**src/design/loct_pkg.sv**
```systemverilog
// ----------------------------------------------------------------------------
// loct_pkg - shared types for the label overlap claim table
// beat layouts of the command and result channels, command codes, fsm states
// ----------------------------------------------------------------------------
`default_nettype none

package loct_pkg;

    localparam int EDGE_W    = 16;
    localparam int ENTRIES_W = 7;

    typedef enum logic {
        CMD_CLAIM = 1'b0,
        CMD_CLEAR = 1'b1
    } t_cmd_op;

    typedef struct packed {
        t_cmd_op                   command;
        logic signed [EDGE_W-1:0]  left_edge;
        logic signed [EDGE_W-1:0]  top_edge;
        logic signed [EDGE_W-1:0]  right_edge;
        logic signed [EDGE_W-1:0]  bottom_edge;
    } t_cmd_beat;

    typedef struct packed {
        logic                  overlaps;
        logic                  dropped;
        logic [ENTRIES_W-1:0]  entries_held;
    } t_res_beat;

    typedef enum logic [1:0] {
        S_IDLE,
        S_SCAN,
        S_FINISH
    } t_state;

endpackage

`default_nettype wire

```
**src/design/loct_cmd_if.sv**
```systemverilog
// ----------------------------------------------------------------------------
// loct_cmd_if - command channel
// valid/ready channel carrying one claim or clear command per beat
// ----------------------------------------------------------------------------
`default_nettype none

interface loct_cmd_if import loct_pkg::*; ();

    logic      valid;
    logic      ready;
    t_cmd_beat payload;

    modport source (output valid, output payload, input ready);
    modport sink   (input valid, input payload, output ready);

endinterface

`default_nettype wire

```
**src/design/loct_res_if.sv**
```systemverilog
// ----------------------------------------------------------------------------
// loct_res_if - result channel
// valid/ready channel carrying one claim result per beat
// ----------------------------------------------------------------------------
`default_nettype none

interface loct_res_if import loct_pkg::*; ();

    logic      valid;
    logic      ready;
    t_res_beat payload;

    modport source (output valid, output payload, input ready);
    modport sink   (input valid, input payload, output ready);

endinterface

`default_nettype wire

```
**src/design/loct_ram.sv**
```systemverilog
// ----------------------------------------------------------------------------
// loct_ram - generic single-port-write, single-port-read ram
// one write and one registered read per cycle
// ----------------------------------------------------------------------------
`default_nettype none

module loct_ram #(
    parameter int WIDTH = 64,
    parameter int DEPTH = 64
) (
    input  wire logic                     i_clk,
    input  wire logic                     i_we,
    input  wire logic [$clog2(DEPTH)-1:0] i_waddr,
    input  wire logic [WIDTH-1:0]         i_wdata,
    input  wire logic                     i_re,
    input  wire logic [$clog2(DEPTH)-1:0] i_raddr,
    output logic      [WIDTH-1:0]         o_rdata
);

    logic [WIDTH-1:0] r_mem [DEPTH];

    always_ff @(posedge i_clk) begin
        if (i_we) begin
            r_mem[i_waddr] <= i_wdata;
        end
        if (i_re) begin
            o_rdata <= r_mem[i_raddr];
        end
    end

endmodule

`default_nettype wire

```
**src/design/loct_cmp.sv**
```systemverilog
// ----------------------------------------------------------------------------
// loct_cmp - rectangle overlap test
// intersects candidate and stored rectangle, both widened by one at
// right and bottom; packing is {left, top, right, bottom}
// ----------------------------------------------------------------------------
`default_nettype none

module loct_cmp #(
    parameter int W = 16
) (
    input  wire logic [4*W-1:0] i_cand,
    input  wire logic [4*W-1:0] i_entry,
    output logic                o_hit
);

    logic signed [W:0] a_l, a_t, a_r, a_b;
    logic signed [W:0] b_l, b_t, b_r, b_b;
    logic signed [W:0] lo_x, hi_x, lo_y, hi_y;

    // sign extend by one bit so the widening never wraps
    always_comb begin
        a_l = {i_cand[4*W-1], i_cand[4*W-1:3*W]};
        a_t = {i_cand[3*W-1], i_cand[3*W-1:2*W]};
        a_r = {i_cand[2*W-1], i_cand[2*W-1:W]} + (W+1)'(1);
        a_b = {i_cand[W-1],   i_cand[W-1:0]}   + (W+1)'(1);
        b_l = {i_entry[4*W-1], i_entry[4*W-1:3*W]};
        b_t = {i_entry[3*W-1], i_entry[3*W-1:2*W]};
        b_r = {i_entry[2*W-1], i_entry[2*W-1:W]} + (W+1)'(1);
        b_b = {i_entry[W-1],   i_entry[W-1:0]}   + (W+1)'(1);

        lo_x = (a_l > b_l) ? a_l : b_l;
        hi_x = (a_r < b_r) ? a_r : b_r;
        lo_y = (a_t > b_t) ? a_t : b_t;
        hi_y = (a_b < b_b) ? a_b : b_b;

        o_hit = (lo_x <= hi_x) && (lo_y <= hi_y);
    end

endmodule

`default_nettype wire

```
**src/design/label_overlap_claim_table_unit.sv**
```systemverilog
// ----------------------------------------------------------------------------
// label_overlap_claim_table_unit - claimed label rectangle table
// checks a rectangle against all stored rectangles and claims it when free
// ----------------------------------------------------------------------------
//
// channel  dir  modport  beat contents
// -------  ---  -------  ---------------------------------------------------
// i_cmd    in   sink     command, left_edge, top_edge, right_edge, bottom_edge
// o_res    out  source   overlaps, dropped, entries_held
//
// a claim beat goes from accept through the scan state and the finish state to its result,
// the scan reading stored rectangles through one ram read port and one compare
// a claim on an empty table and a clear beat skip the scan and go straight to the finish state
// the scan stops at the first overlapping entry
// one command in flight; i_cmd.ready is high only while the sequencer is idle
// a finished result waits in the finish state while the output register is full
// synchronous active-low reset empties the table at once (count goes to zero)
// ----------------------------------------------------------------------------
`default_nettype none

module label_overlap_claim_table_unit import loct_pkg::*; #(
    parameter int MAX_LABELS = 64,
    parameter int COORD_BITS = 16
) (
    input  wire logic   i_clk,
    input  wire logic   i_rst_n,
    loct_cmd_if.sink    i_cmd,
    loct_res_if.source  o_res
);

    localparam int AW     = $clog2(MAX_LABELS);
    localparam int CNT_W  = $clog2(MAX_LABELS + 1);
    localparam int RECT_W = 4 * COORD_BITS;

    // sequencer state
    t_state              r_state,     n_state;
    logic [CNT_W-1:0]    r_count,     n_count;      // stored rectangles
    logic [CNT_W-1:0]    r_idx,       n_idx;        // next scan address
    logic                r_pend,      n_pend;       // ram output holds an entry
    logic                r_hit,       n_hit;
    logic                r_clear,     n_clear;
    logic [RECT_W-1:0]   r_cand,      n_cand;       // {left, top, right, bottom}

    // output register
    logic                r_out_valid, n_out_valid;
    t_res_beat           r_out,       n_out;

    // ram and compare unit
    logic                ram_we;
    logic                ram_re;
    logic [RECT_W-1:0]   ram_q;
    logic                cmp_hit;

    // low seven bits of the count now and after a store
    logic [CNT_W+ENTRIES_W-1:0] w_cnt_ext;
    logic [CNT_W+ENTRIES_W-1:0] w_inc_ext;
    logic [CNT_W-1:0]           w_count_inc;

    assign w_count_inc = r_count + CNT_W'(1);
    assign w_cnt_ext   = {{ENTRIES_W{1'b0}}, r_count};
    assign w_inc_ext   = {{ENTRIES_W{1'b0}}, w_count_inc};

    loct_ram #(
        .WIDTH (RECT_W),
        .DEPTH (MAX_LABELS)
    ) u_rects (
        .i_clk   (i_clk),
        .i_we    (ram_we),
        .i_waddr (r_count[AW-1:0]),
        .i_wdata (r_cand),
        .i_re    (ram_re),
        .i_raddr (r_idx[AW-1:0]),
        .o_rdata (ram_q)
    );

    loct_cmp #(
        .W (COORD_BITS)
    ) u_cmp (
        .i_cand  (r_cand),
        .i_entry (ram_q),
        .o_hit   (cmp_hit)
    );

    always_ff @(posedge i_clk) begin
        if (!i_rst_n) begin
            r_state     <= S_IDLE;
            r_count     <= '0;
            r_pend      <= 1'b0;
            r_out_valid <= 1'b0;
        end else begin
            r_state     <= n_state;
            r_count     <= n_count;
            r_pend      <= n_pend;
            r_out_valid <= n_out_valid;
        end
    end

    // payload registers, no reset needed
    always_ff @(posedge i_clk) begin
        r_idx   <= n_idx;
        r_hit   <= n_hit;
        r_clear <= n_clear;
        r_cand  <= n_cand;
        r_out   <= n_out;
    end

    always_comb begin
        n_state     = r_state;
        n_count     = r_count;
        n_idx       = r_idx;
        n_pend      = r_pend;
        n_hit       = r_hit;
        n_clear     = r_clear;
        n_cand      = r_cand;
        n_out       = r_out;
        n_out_valid = r_out_valid;
        ram_we      = 1'b0;
        ram_re      = 1'b0;
        i_cmd.ready = 1'b0;

        // result beat taken by the sink
        if (o_res.ready) begin
            n_out_valid = 1'b0;
        end

        unique case (r_state)
            S_IDLE: begin
                i_cmd.ready = 1'b1;
                if (i_cmd.valid) begin
                    n_cand  = {i_cmd.payload.left_edge[COORD_BITS-1:0],
                               i_cmd.payload.top_edge[COORD_BITS-1:0],
                               i_cmd.payload.right_edge[COORD_BITS-1:0],
                               i_cmd.payload.bottom_edge[COORD_BITS-1:0]};
                    n_clear = (i_cmd.payload.command == CMD_CLEAR);
                    n_hit   = 1'b0;
                    n_idx   = '0;
                    n_pend  = 1'b0;
                    // empty table or clear: nothing to scan
                    if (i_cmd.payload.command == CMD_CLEAR || r_count == '0) begin
                        n_state = S_FINISH;
                    end else begin
                        n_state = S_SCAN;
                    end
                end
            end

            S_SCAN: begin
                // compare the entry read last cycle while issuing the next read
                if (r_pend && cmp_hit) begin
                    n_hit   = 1'b1;
                    n_pend  = 1'b0;
                    n_state = S_FINISH;
                end else if (r_idx != r_count) begin
                    ram_re  = 1'b1;
                    n_idx   = r_idx + CNT_W'(1);
                    n_pend  = 1'b1;
                end else begin
                    n_pend  = 1'b0;
                    n_state = S_FINISH;
                end
            end

            S_FINISH: begin
                // load the result once the output register is free
                if (!r_out_valid || o_res.ready) begin
                    n_out_valid = 1'b1;
                    n_state     = S_IDLE;
                    if (r_clear) begin
                        n_count            = '0;
                        n_out.overlaps     = 1'b0;
                        n_out.dropped      = 1'b0;
                        n_out.entries_held = '0;
                    end else if (r_hit) begin
                        n_out.overlaps     = 1'b1;
                        n_out.dropped      = 1'b0;
                        n_out.entries_held = w_cnt_ext[ENTRIES_W-1:0];
                    end else if (r_count == CNT_W'(MAX_LABELS)) begin
                        // free but no room left
                        n_out.overlaps     = 1'b0;
                        n_out.dropped      = 1'b1;
                        n_out.entries_held = w_cnt_ext[ENTRIES_W-1:0];
                    end else begin
                        ram_we             = 1'b1;
                        n_count            = w_count_inc;
                        n_out.overlaps     = 1'b0;
                        n_out.dropped      = 1'b0;
                        n_out.entries_held = w_inc_ext[ENTRIES_W-1:0];
                    end
                end
            end

            default: begin
                n_state = S_IDLE;
            end
        endcase
    end

    assign o_res.valid   = r_out_valid;
    assign o_res.payload = r_out;

`ifndef SYNTHESIS
    // the table never holds more than its depth
    a_count_bound: assert property (@(posedge i_clk) disable iff (!i_rst_n)
        r_count <= CNT_W'(MAX_LABELS))
        else $error("stored rectangle count above table depth");

    // the count only steps up by one or is cleared
    a_count_step: assert property (@(posedge i_clk) disable iff (!i_rst_n)
        $past(i_rst_n) |->
            (r_count == $past(r_count)) || (r_count == $past(r_count) + CNT_W'(1))
            || (r_count == '0))
        else $error("stored rectangle count moved by more than one");

    // a drop is reported only with a full table
    a_drop_full: assert property (@(posedge i_clk) disable iff (!i_rst_n)
        $rose(r_out_valid) && r_out.dropped |-> r_count == CNT_W'(MAX_LABELS))
        else $error("drop reported with room left in the table");

    // an overlapping rectangle is never also reported as dropped
    a_hit_no_drop: assert property (@(posedge i_clk) disable iff (!i_rst_n)
        r_out_valid |-> !(r_out.overlaps && r_out.dropped))
        else $error("overlap and drop reported together");

    // a clear goes straight to the finish step
    a_clear_fast: assert property (@(posedge i_clk) disable iff (!i_rst_n)
        i_cmd.valid && i_cmd.ready && i_cmd.payload.command == CMD_CLEAR
            |=> r_state == S_FINISH)
        else $error("clear command entered the scan");
`endif

endmodule

`default_nettype wire

```
**src/flat_wrapper.sv**
```systemverilog
// flat-port wrapper written by rule: the top's interface ports become plain ports
module label_overlap_claim_table_unit_flat import loct_pkg::*;
#(
    parameter int MAX_LABELS = 64,
    parameter int COORD_BITS = 16
)
  (i_clk, i_rst_n, i_cmd_valid, i_cmd_payload, i_cmd_ready, o_res_valid, o_res_payload, o_res_ready);
  loct_cmd_if i_cmd_i ();
  loct_res_if o_res_i ();
  input  wire logic i_clk;
  input  wire logic i_rst_n;
  input wire logic [$bits(i_cmd_i.valid)-1:0] i_cmd_valid;
  input wire logic [$bits(i_cmd_i.payload)-1:0] i_cmd_payload;
  output wire logic [$bits(i_cmd_i.ready)-1:0] i_cmd_ready;
  output wire logic [$bits(o_res_i.valid)-1:0] o_res_valid;
  output wire logic [$bits(o_res_i.payload)-1:0] o_res_payload;
  input wire logic [$bits(o_res_i.ready)-1:0] o_res_ready;
  assign i_cmd_i.valid = i_cmd_valid;
  assign i_cmd_i.payload = i_cmd_payload;
  assign i_cmd_ready = i_cmd_i.ready;
  assign o_res_valid = o_res_i.valid;
  assign o_res_payload = o_res_i.payload;
  assign o_res_i.ready = o_res_ready;
  label_overlap_claim_table_unit #(.MAX_LABELS(MAX_LABELS), .COORD_BITS(COORD_BITS)) u_core (.i_clk(i_clk), .i_rst_n(i_rst_n), .i_cmd(i_cmd_i), .o_res(o_res_i));
endmodule
```
**config.mk**
```make
export PLATFORM = sky130hd
export DESIGN_NAME = label_overlap_claim_table_unit_flat
export DESIGN_NICKNAME = d
export VERILOG_FILES = /design/src/design/loct_pkg.sv /design/src/design/loct_cmd_if.sv /design/src/design/loct_res_if.sv /design/src/design/loct_ram.sv /design/src/design/loct_cmp.sv /design/src/design/label_overlap_claim_table_unit.sv /design/src/flat_wrapper.sv
export SDC_FILE = /design/constraint.sdc
export NUM_CORES = 2
export LEC_CHECK = 0
export BUFFER_PORTS_ARGS = -buffer_cell sky130_fd_sc_hd__buf_4
export CORE_MARGIN = 1.5
export CORE_UTILIZATION = 30
export CTS_CLUSTER_SIZE = 25
export DETAILED_ROUTE_END_ITERATION = 7
export GPL_TIMING_DRIVEN = 1
export PLACE_DENSITY = 0.42
export RECOVER_POWER = 100
export SLEW_MARGIN = 20
export SYNTH_ARGS = -nofsm -noshare
export SYNTH_HDL_FRONTEND = slang
export SYNTH_SLANG_ARGS = --single-unit
```
**constraint.sdc**
```tcl
create_clock -name i_clk -period 9.3 [get_ports i_clk]
set_clock_uncertainty 0.1 [all_clocks]
set_input_delay 1.395 -clock i_clk [delete_from_list [all_inputs] [get_ports i_clk]]
set_output_delay 1.395 -clock i_clk [all_outputs]
set_load 0.02 [all_outputs]
```
* Word level (Yosys, flattened, before mapping)
Memory sizes are Yosys's and may differ from the RTL's. A register that Yosys moved wholly into a read port is not among the register bits. Index checks and enable logic that the tools add are counted.
Cells by class: equality and inequality tests 12, $add $sub $neg 6, reductions and logical operators 16, order comparisons 6, mux-type cells 37
Operators by type and width (count):
- $add 16x2->17 const B | 4
- $mux 17 | 4
- $mux 7 | 6
- $le 17x17->1 | 2
- $lt 17x17->1 | 2
- $gt 16x16->1 | 2
- $mux 1 | 16
- $add 7x1->7 const B | 2
- $pmux 7 s2 | 1
- $mux 2 | 5
- $mux 9 | 1
- $mux 8 | 1
- $ne 2x1->1 const B | 4
- $reduce_and 4->1 | 2
- $eq 7x7->1 const B | 1
- $logic_not 7->1 | 1
- $ne 7x7->1 | 1
- $ne 2x2->1 const B | 3
- $pmux 2 s3 | 1
- $reduce_and 2->1 | 3
- $reduce_and 3->1 | 2
- $pmux 1 s2 | 2
- $ne 3x2->1 const B | 1
- $eq 2x1->1 const B | 1
- other kinds (7) | 9
Storage, ports and cells: logic and storage cells 89, bits in writable memories 4096, flip-flop bits (word level) 93, input port bits 69, output and inout port bits 11, memories 1
Memories:
- u_core.u_rects.r_mem | words 64, bits a word 64, rd ports 1, clocked after Yosys merged registers in 1, write ports 1, RTL line loct_ram.sv:20 | logic [WIDTH-1:0] r_mem [DEPTH];

* Depth between registers and ports, before layout
word-level depth 8, mapped depth 23, gate-level depth less buffers 21

* By module
Synthesis repeated with hierarchy kept, for this count alone.
Unflattened totals: cell total of the unflattened synthesis 7367, area, all modules 164825.6 um^2
By module, submodules not included:
- loct_ram | times used 1, seq. area each 124919.8 um^2, cells an instance 6598, area an instance 156989.3 um^2
- loct_cmp | times used 1, seq. area each 0.0 um^2, cells an instance 542, area an instance 4261.6 um^2
- label_overlap_claim_table_unit | times used 1, seq. area each 2682.6 um^2, cells an instance 227, area an instance 3574.7 um^2

* Worst setup path before layout
OpenSTA, ideal clock, no wires.
path kind register -> register, start point register u_core.r_cand[20], end point register u_core.u_rects.o_rdata[0] (read register of u_core.u_rects.r_mem) (enable), stages on the path, launching flop included 21, setup slack 1.800 ns, data arrival time 6.983 ns, required time 8.782 ns, period minus slack after synthesis 7.500 ns, setup time 0.418 ns, path buffers 1, path through edfxtp_1 -> and4_4 -> nand2_2 -> or3_4 -> nor2_1 -> xor2_1 -> ha_1 -> a21o_1 -> a2111oi_0 -> nand2_1 -> o32ai_4 -> buf_6 -> mux2_4 -> ha_1 -> and4_1 -> nand3_1 -> nand2b_1 -> a31oi_1 -> and4b_1 -> or3_1 -> inv_1
Between the ends: longest elaborated chain between the ends 8
Ends and longest elaborated chain:
- from (decl) | RTL line label_overlap_claim_table_unit.sv:42 | logic [RECT_W-1:0] r_cand, n_cand;
- from (signal assigned) | RTL line label_overlap_claim_table_unit.sv:103 | r_cand <= n_cand;
- $add 16x2->17 * | RTL line loct_cmp.sv:24 | a_r = {i_cand[2*W-1], i_cand[2*W-1:W]} + (W+1)'(1);
- $lt 17x17->1 | RTL line loct_cmp.sv:32 | hi_x = (a_r < b_r) ? a_r : b_r;
- $mux 17 * | RTL line loct_cmp.sv:32
- $le 17x17->1 * | RTL line loct_cmp.sv:36 | o_hit = (lo_x <= hi_x) && (lo_y <= hi_y);
- $logic_and 1x1->1 * | RTL line loct_cmp.sv:36
- $logic_and 1x1->1 * | RTL line label_overlap_claim_table_unit.sv:149 | if (r_pend && cmp_hit) begin
- $mux 1 * | RTL line label_overlap_claim_table_unit.sv:149
- $mux 1 * | RTL line label_overlap_claim_table_unit.sv:126 | unique case (r_state)
- to (decl) | RTL line loct_ram.sv:17 | output logic [WIDTH-1:0] o_rdata
Mark *: on every way between the ends. The rest lies on a longest branch, timed or not. A chain may end at the register's enable or synchronous reset.

* Final worst setup path
start point register u_core.r_idx[3], end point register u_core.u_rects.o_rdata[12] (read register of u_core.u_rects.r_mem) (enable)
Between the ends: longest elaborated chain between the ends 4
Ends and longest elaborated chain:
- from (decl) | RTL line label_overlap_claim_table_unit.sv:38 | logic [CNT_W-1:0] r_idx, n_idx;
- from (signal assigned) | RTL line label_overlap_claim_table_unit.sv:100 | r_idx <= n_idx;
- $ne 7x7->1 | RTL line label_overlap_claim_table_unit.sv:153 | end else if (r_idx != r_count) begin
- $mux 1 | RTL line label_overlap_claim_table_unit.sv:153
- $mux 1 | RTL line label_overlap_claim_table_unit.sv:149
- $mux 1 | RTL line label_overlap_claim_table_unit.sv:126
Several ways; a longest one is shown, not always the timed one.

==> reports/results.ini <==
[run_status]
status = finished, violations left
violations = max-capacitance violations, max-slew violations

[synthesis]
yosysSeqAreaShare_pct = 77.7
ys_ff_latch = 4253
synth_area_mm2 = 0.164
syn_inst = 6802
synth_cell_types = 64
synth_edf_count = 4242
syn_nets = 6974
syn_avg_cell_area_um2 = 24.2
synth_ff_type = edfxtp_1
async_flop_share_pct = 0
yosys_warnings = 0

[floorplanning]
initial_core_util_pct = 30.2
rows = 271
dieHeight_um = 743
core-area_mm2 = 0.545
die-area_mm2 = 0.552
io_pins = 80
die_w_um = 743

[worst_setup_path]
crit_type = register to register
worstPathCellList = clkbuf_1 > xnor2_1 > nand4_1 > nor4_1 > or3_1 > inv_6
end_kind = register
critical_path_arrival_ns = 9.18
crit_cells = 6
slowest_delay_ns = 5.85
reg2reg_depth = 6
cp_slowest_cell = clkbuf_1
worstSetupStartpointType = register
path_buf_inv = 2
cp_top_family = buffers and inverters
crit_fanout = 77
worstPathRequired_ns = 9.79

[pwr]
power_density_mw_per_mm2 = 219
ir_drop_uv = 158
p_leak_nw = 57.0
fin_total_pwr_mw = 41.3

[grt]
grt.met3_usage_pct = 2.58
grt_pass1_wl_um = 726000
grt_max_degree = 113
grt_pass1_vias = 80708
gr-usage-met1_pct = 26.0
track_usage_pct = 19.3
grt_util_met2_pct = 33.5
antenna_found_initial = 59
grt-ovfl-total = 0
grt-busiest-layer = met2

[placed_design]
gp_congestion = 0.791
place_inst = 14073
placed_area_mm2 = 0.176
port-buffer-count = 79
dpl.hpwl_um = 285000

[cts]
clk_pin_slew_worst_paths_ns = 0.06
ctsResizeCount = 0
clock_sinks = 4253
cts_root_buf = clkbuf_16
cts_buffers = 463
cts_hold_buf = 0
cts_max_path_buffers = 4
tritoncts = built
clk_latency_ns = 1.03
htree_levels = 5
post_cts_buffers = 0

[sta]
max_freq_mhz = 115
drv_slew = 7118
relSlewSlack_pct = -462
rsz0062_at_grt = no
hold_viol = 0
setup-tns-final_ns = 0
period_needed_ns = 8.69
period_share_pct = 93.4
worst_pin_slew_ns = 8.44
setup-violations-final = 0

[cells_and_area]
nets = 7476
final_cell_area_mm2 = 0.188
drive_gt1_share_pct = 27.6
fin_cells = 14926
n_fill_cell = 50269
syn2layout_area_growth_pct = 14.7

[detailed_routing]
antenna_left = 0
drtPass1Iterations = 5
wl_per_cell_um = 36.3
vias = 77649
totalWireLength_um = 541000
viasPerCell = 5.20
drtIter0Drc = 8468
drcViolationCount = 0

[hold_path]
holdCritPathClass = register to register
hold_path_depth = 2

[job]
max-cap-violations = 212

## report_power, final
group	switching, mW	internal (mW)
clock	7.64	10.0
combinational	1.39	0.911
sequential	0.0354	21.3
total	9.07	32.2
## cell families after synthesis
kind of cell	Yosys count	share of synthesized area (%)
mux	1345	18.0
simple gates	375	1.09
buf+inv	413	1.04
compound gates	242	1.04
fa+ha+maj	104	0.791
xor+xnor	70	0.382
flops	4253	77.7
## final cells by class
class	count	area, um^2	share of cell area, %
Antenna cell	21	52.6	0.0279
Clock buffer	578	12100	6.44
Clock inverter	254	2180	1.16
Inverter	77	295	0.157
Multi-Input combinational cell	2136	35100	18.6
Sequential cell	4253	128000	67.7
Tap cell	7234	9050	4.80
Timing Repair Buffer	373	2080	1.10
## tightest hold or removal path, delay by kind of cell, from the launching register on
| family | cells | cell delay, ns |
|---|---|---|
| AND/OR/NAND/NOR | 1 | 0.09 |
| AO/OA/AOI/OAI | 1 | 0.08 |
| flip-flops | 1 | 0.33 |
## synthesized netlist by cell type (14+ instances only)
library cell	n	area [um^2]
edfxtp_1	4242	127000
mux4_2	1280	28800
clkbuf_1	181	679
a22oi_1	129	968
buf_2	112	561
nor2_1	110	413
nand2_1	104	390
ha_1	103	1290
inv_1	77	289
nand3_1	48	240
mux2_2	40	450
buf_1	38	143
xnor2_1	37	324
a21oi_1	36	180
xor2_1	31	272
mux2i_1	23	230
o21ai_0	23	115
nand4_1	20	125
and3_1	15	93.8
nor3_1	14	70.1
## layer usage
metal	vias up	wire (um)
met1	43856	226000
met2	2622	272000
met3	693	30000
li1	30466	-
met4	12	13100
met5	-	94
## per-stage QoR
stage	utilization, %	setup WS, ns	hold WS, ns
2_1_floorplan	-	1.80	0.355
3_3_place_gp	32.3	1.50	0.422
6_report	34.6	0.615	0.447
5_1_grt	34.6	0.570	0.413
4_1_cts	34.9	1.41	0.323
3_5_place_dp	32.3	1.48	0.432
## cell usage in the layout (no fill, tap or decap), types with 39 or more instances in the layout
cell type  synthesis  routed
inv_1             77      75
mux2_2            40      39
nor2_1           110     100
nand2_1          104     104
clkinv_2           0      84
buf_4              3      82
clkbuf_1         181     328
nand3_1           48      48
clkbuf_16          0     469
clkinv_1           0     108
mux4_2          1280    1280
edfxtp_1        4242    4242
ha_1             103     103
a22oi_1          129     129
## state kept, by name (all words and copies together), names as in the netlist
register                flops
u_core.u_rects.r_mem     4096
u_core.r_cand              64
u_core.u_rects.o_rdata     64
u_core.o_res.payload        9
u_core.r_count              7
u_core.r_idx                7
u_core.r_state              2
u_core.o_res.valid          1
u_core.r_clear              1
u_core.r_hit                1
u_core.r_pend               1
## worst paths after layout
path	slack [ns]	start	to
worst min-delay path	0.45	u_core.o_res.valid	u_core.o_res.valid
worst max-delay path	0.61	u_core.r_idx[3]	u_core.u_rects.o_rdata[12]
worst min register to register	0.45	u_core.o_res.valid	u_core.o_res.valid
worst max register to register	0.61	u_core.r_idx[3]	u_core.u_rects.o_rdata[12]
Note: power is estimated with default switching activity, not from simulation.
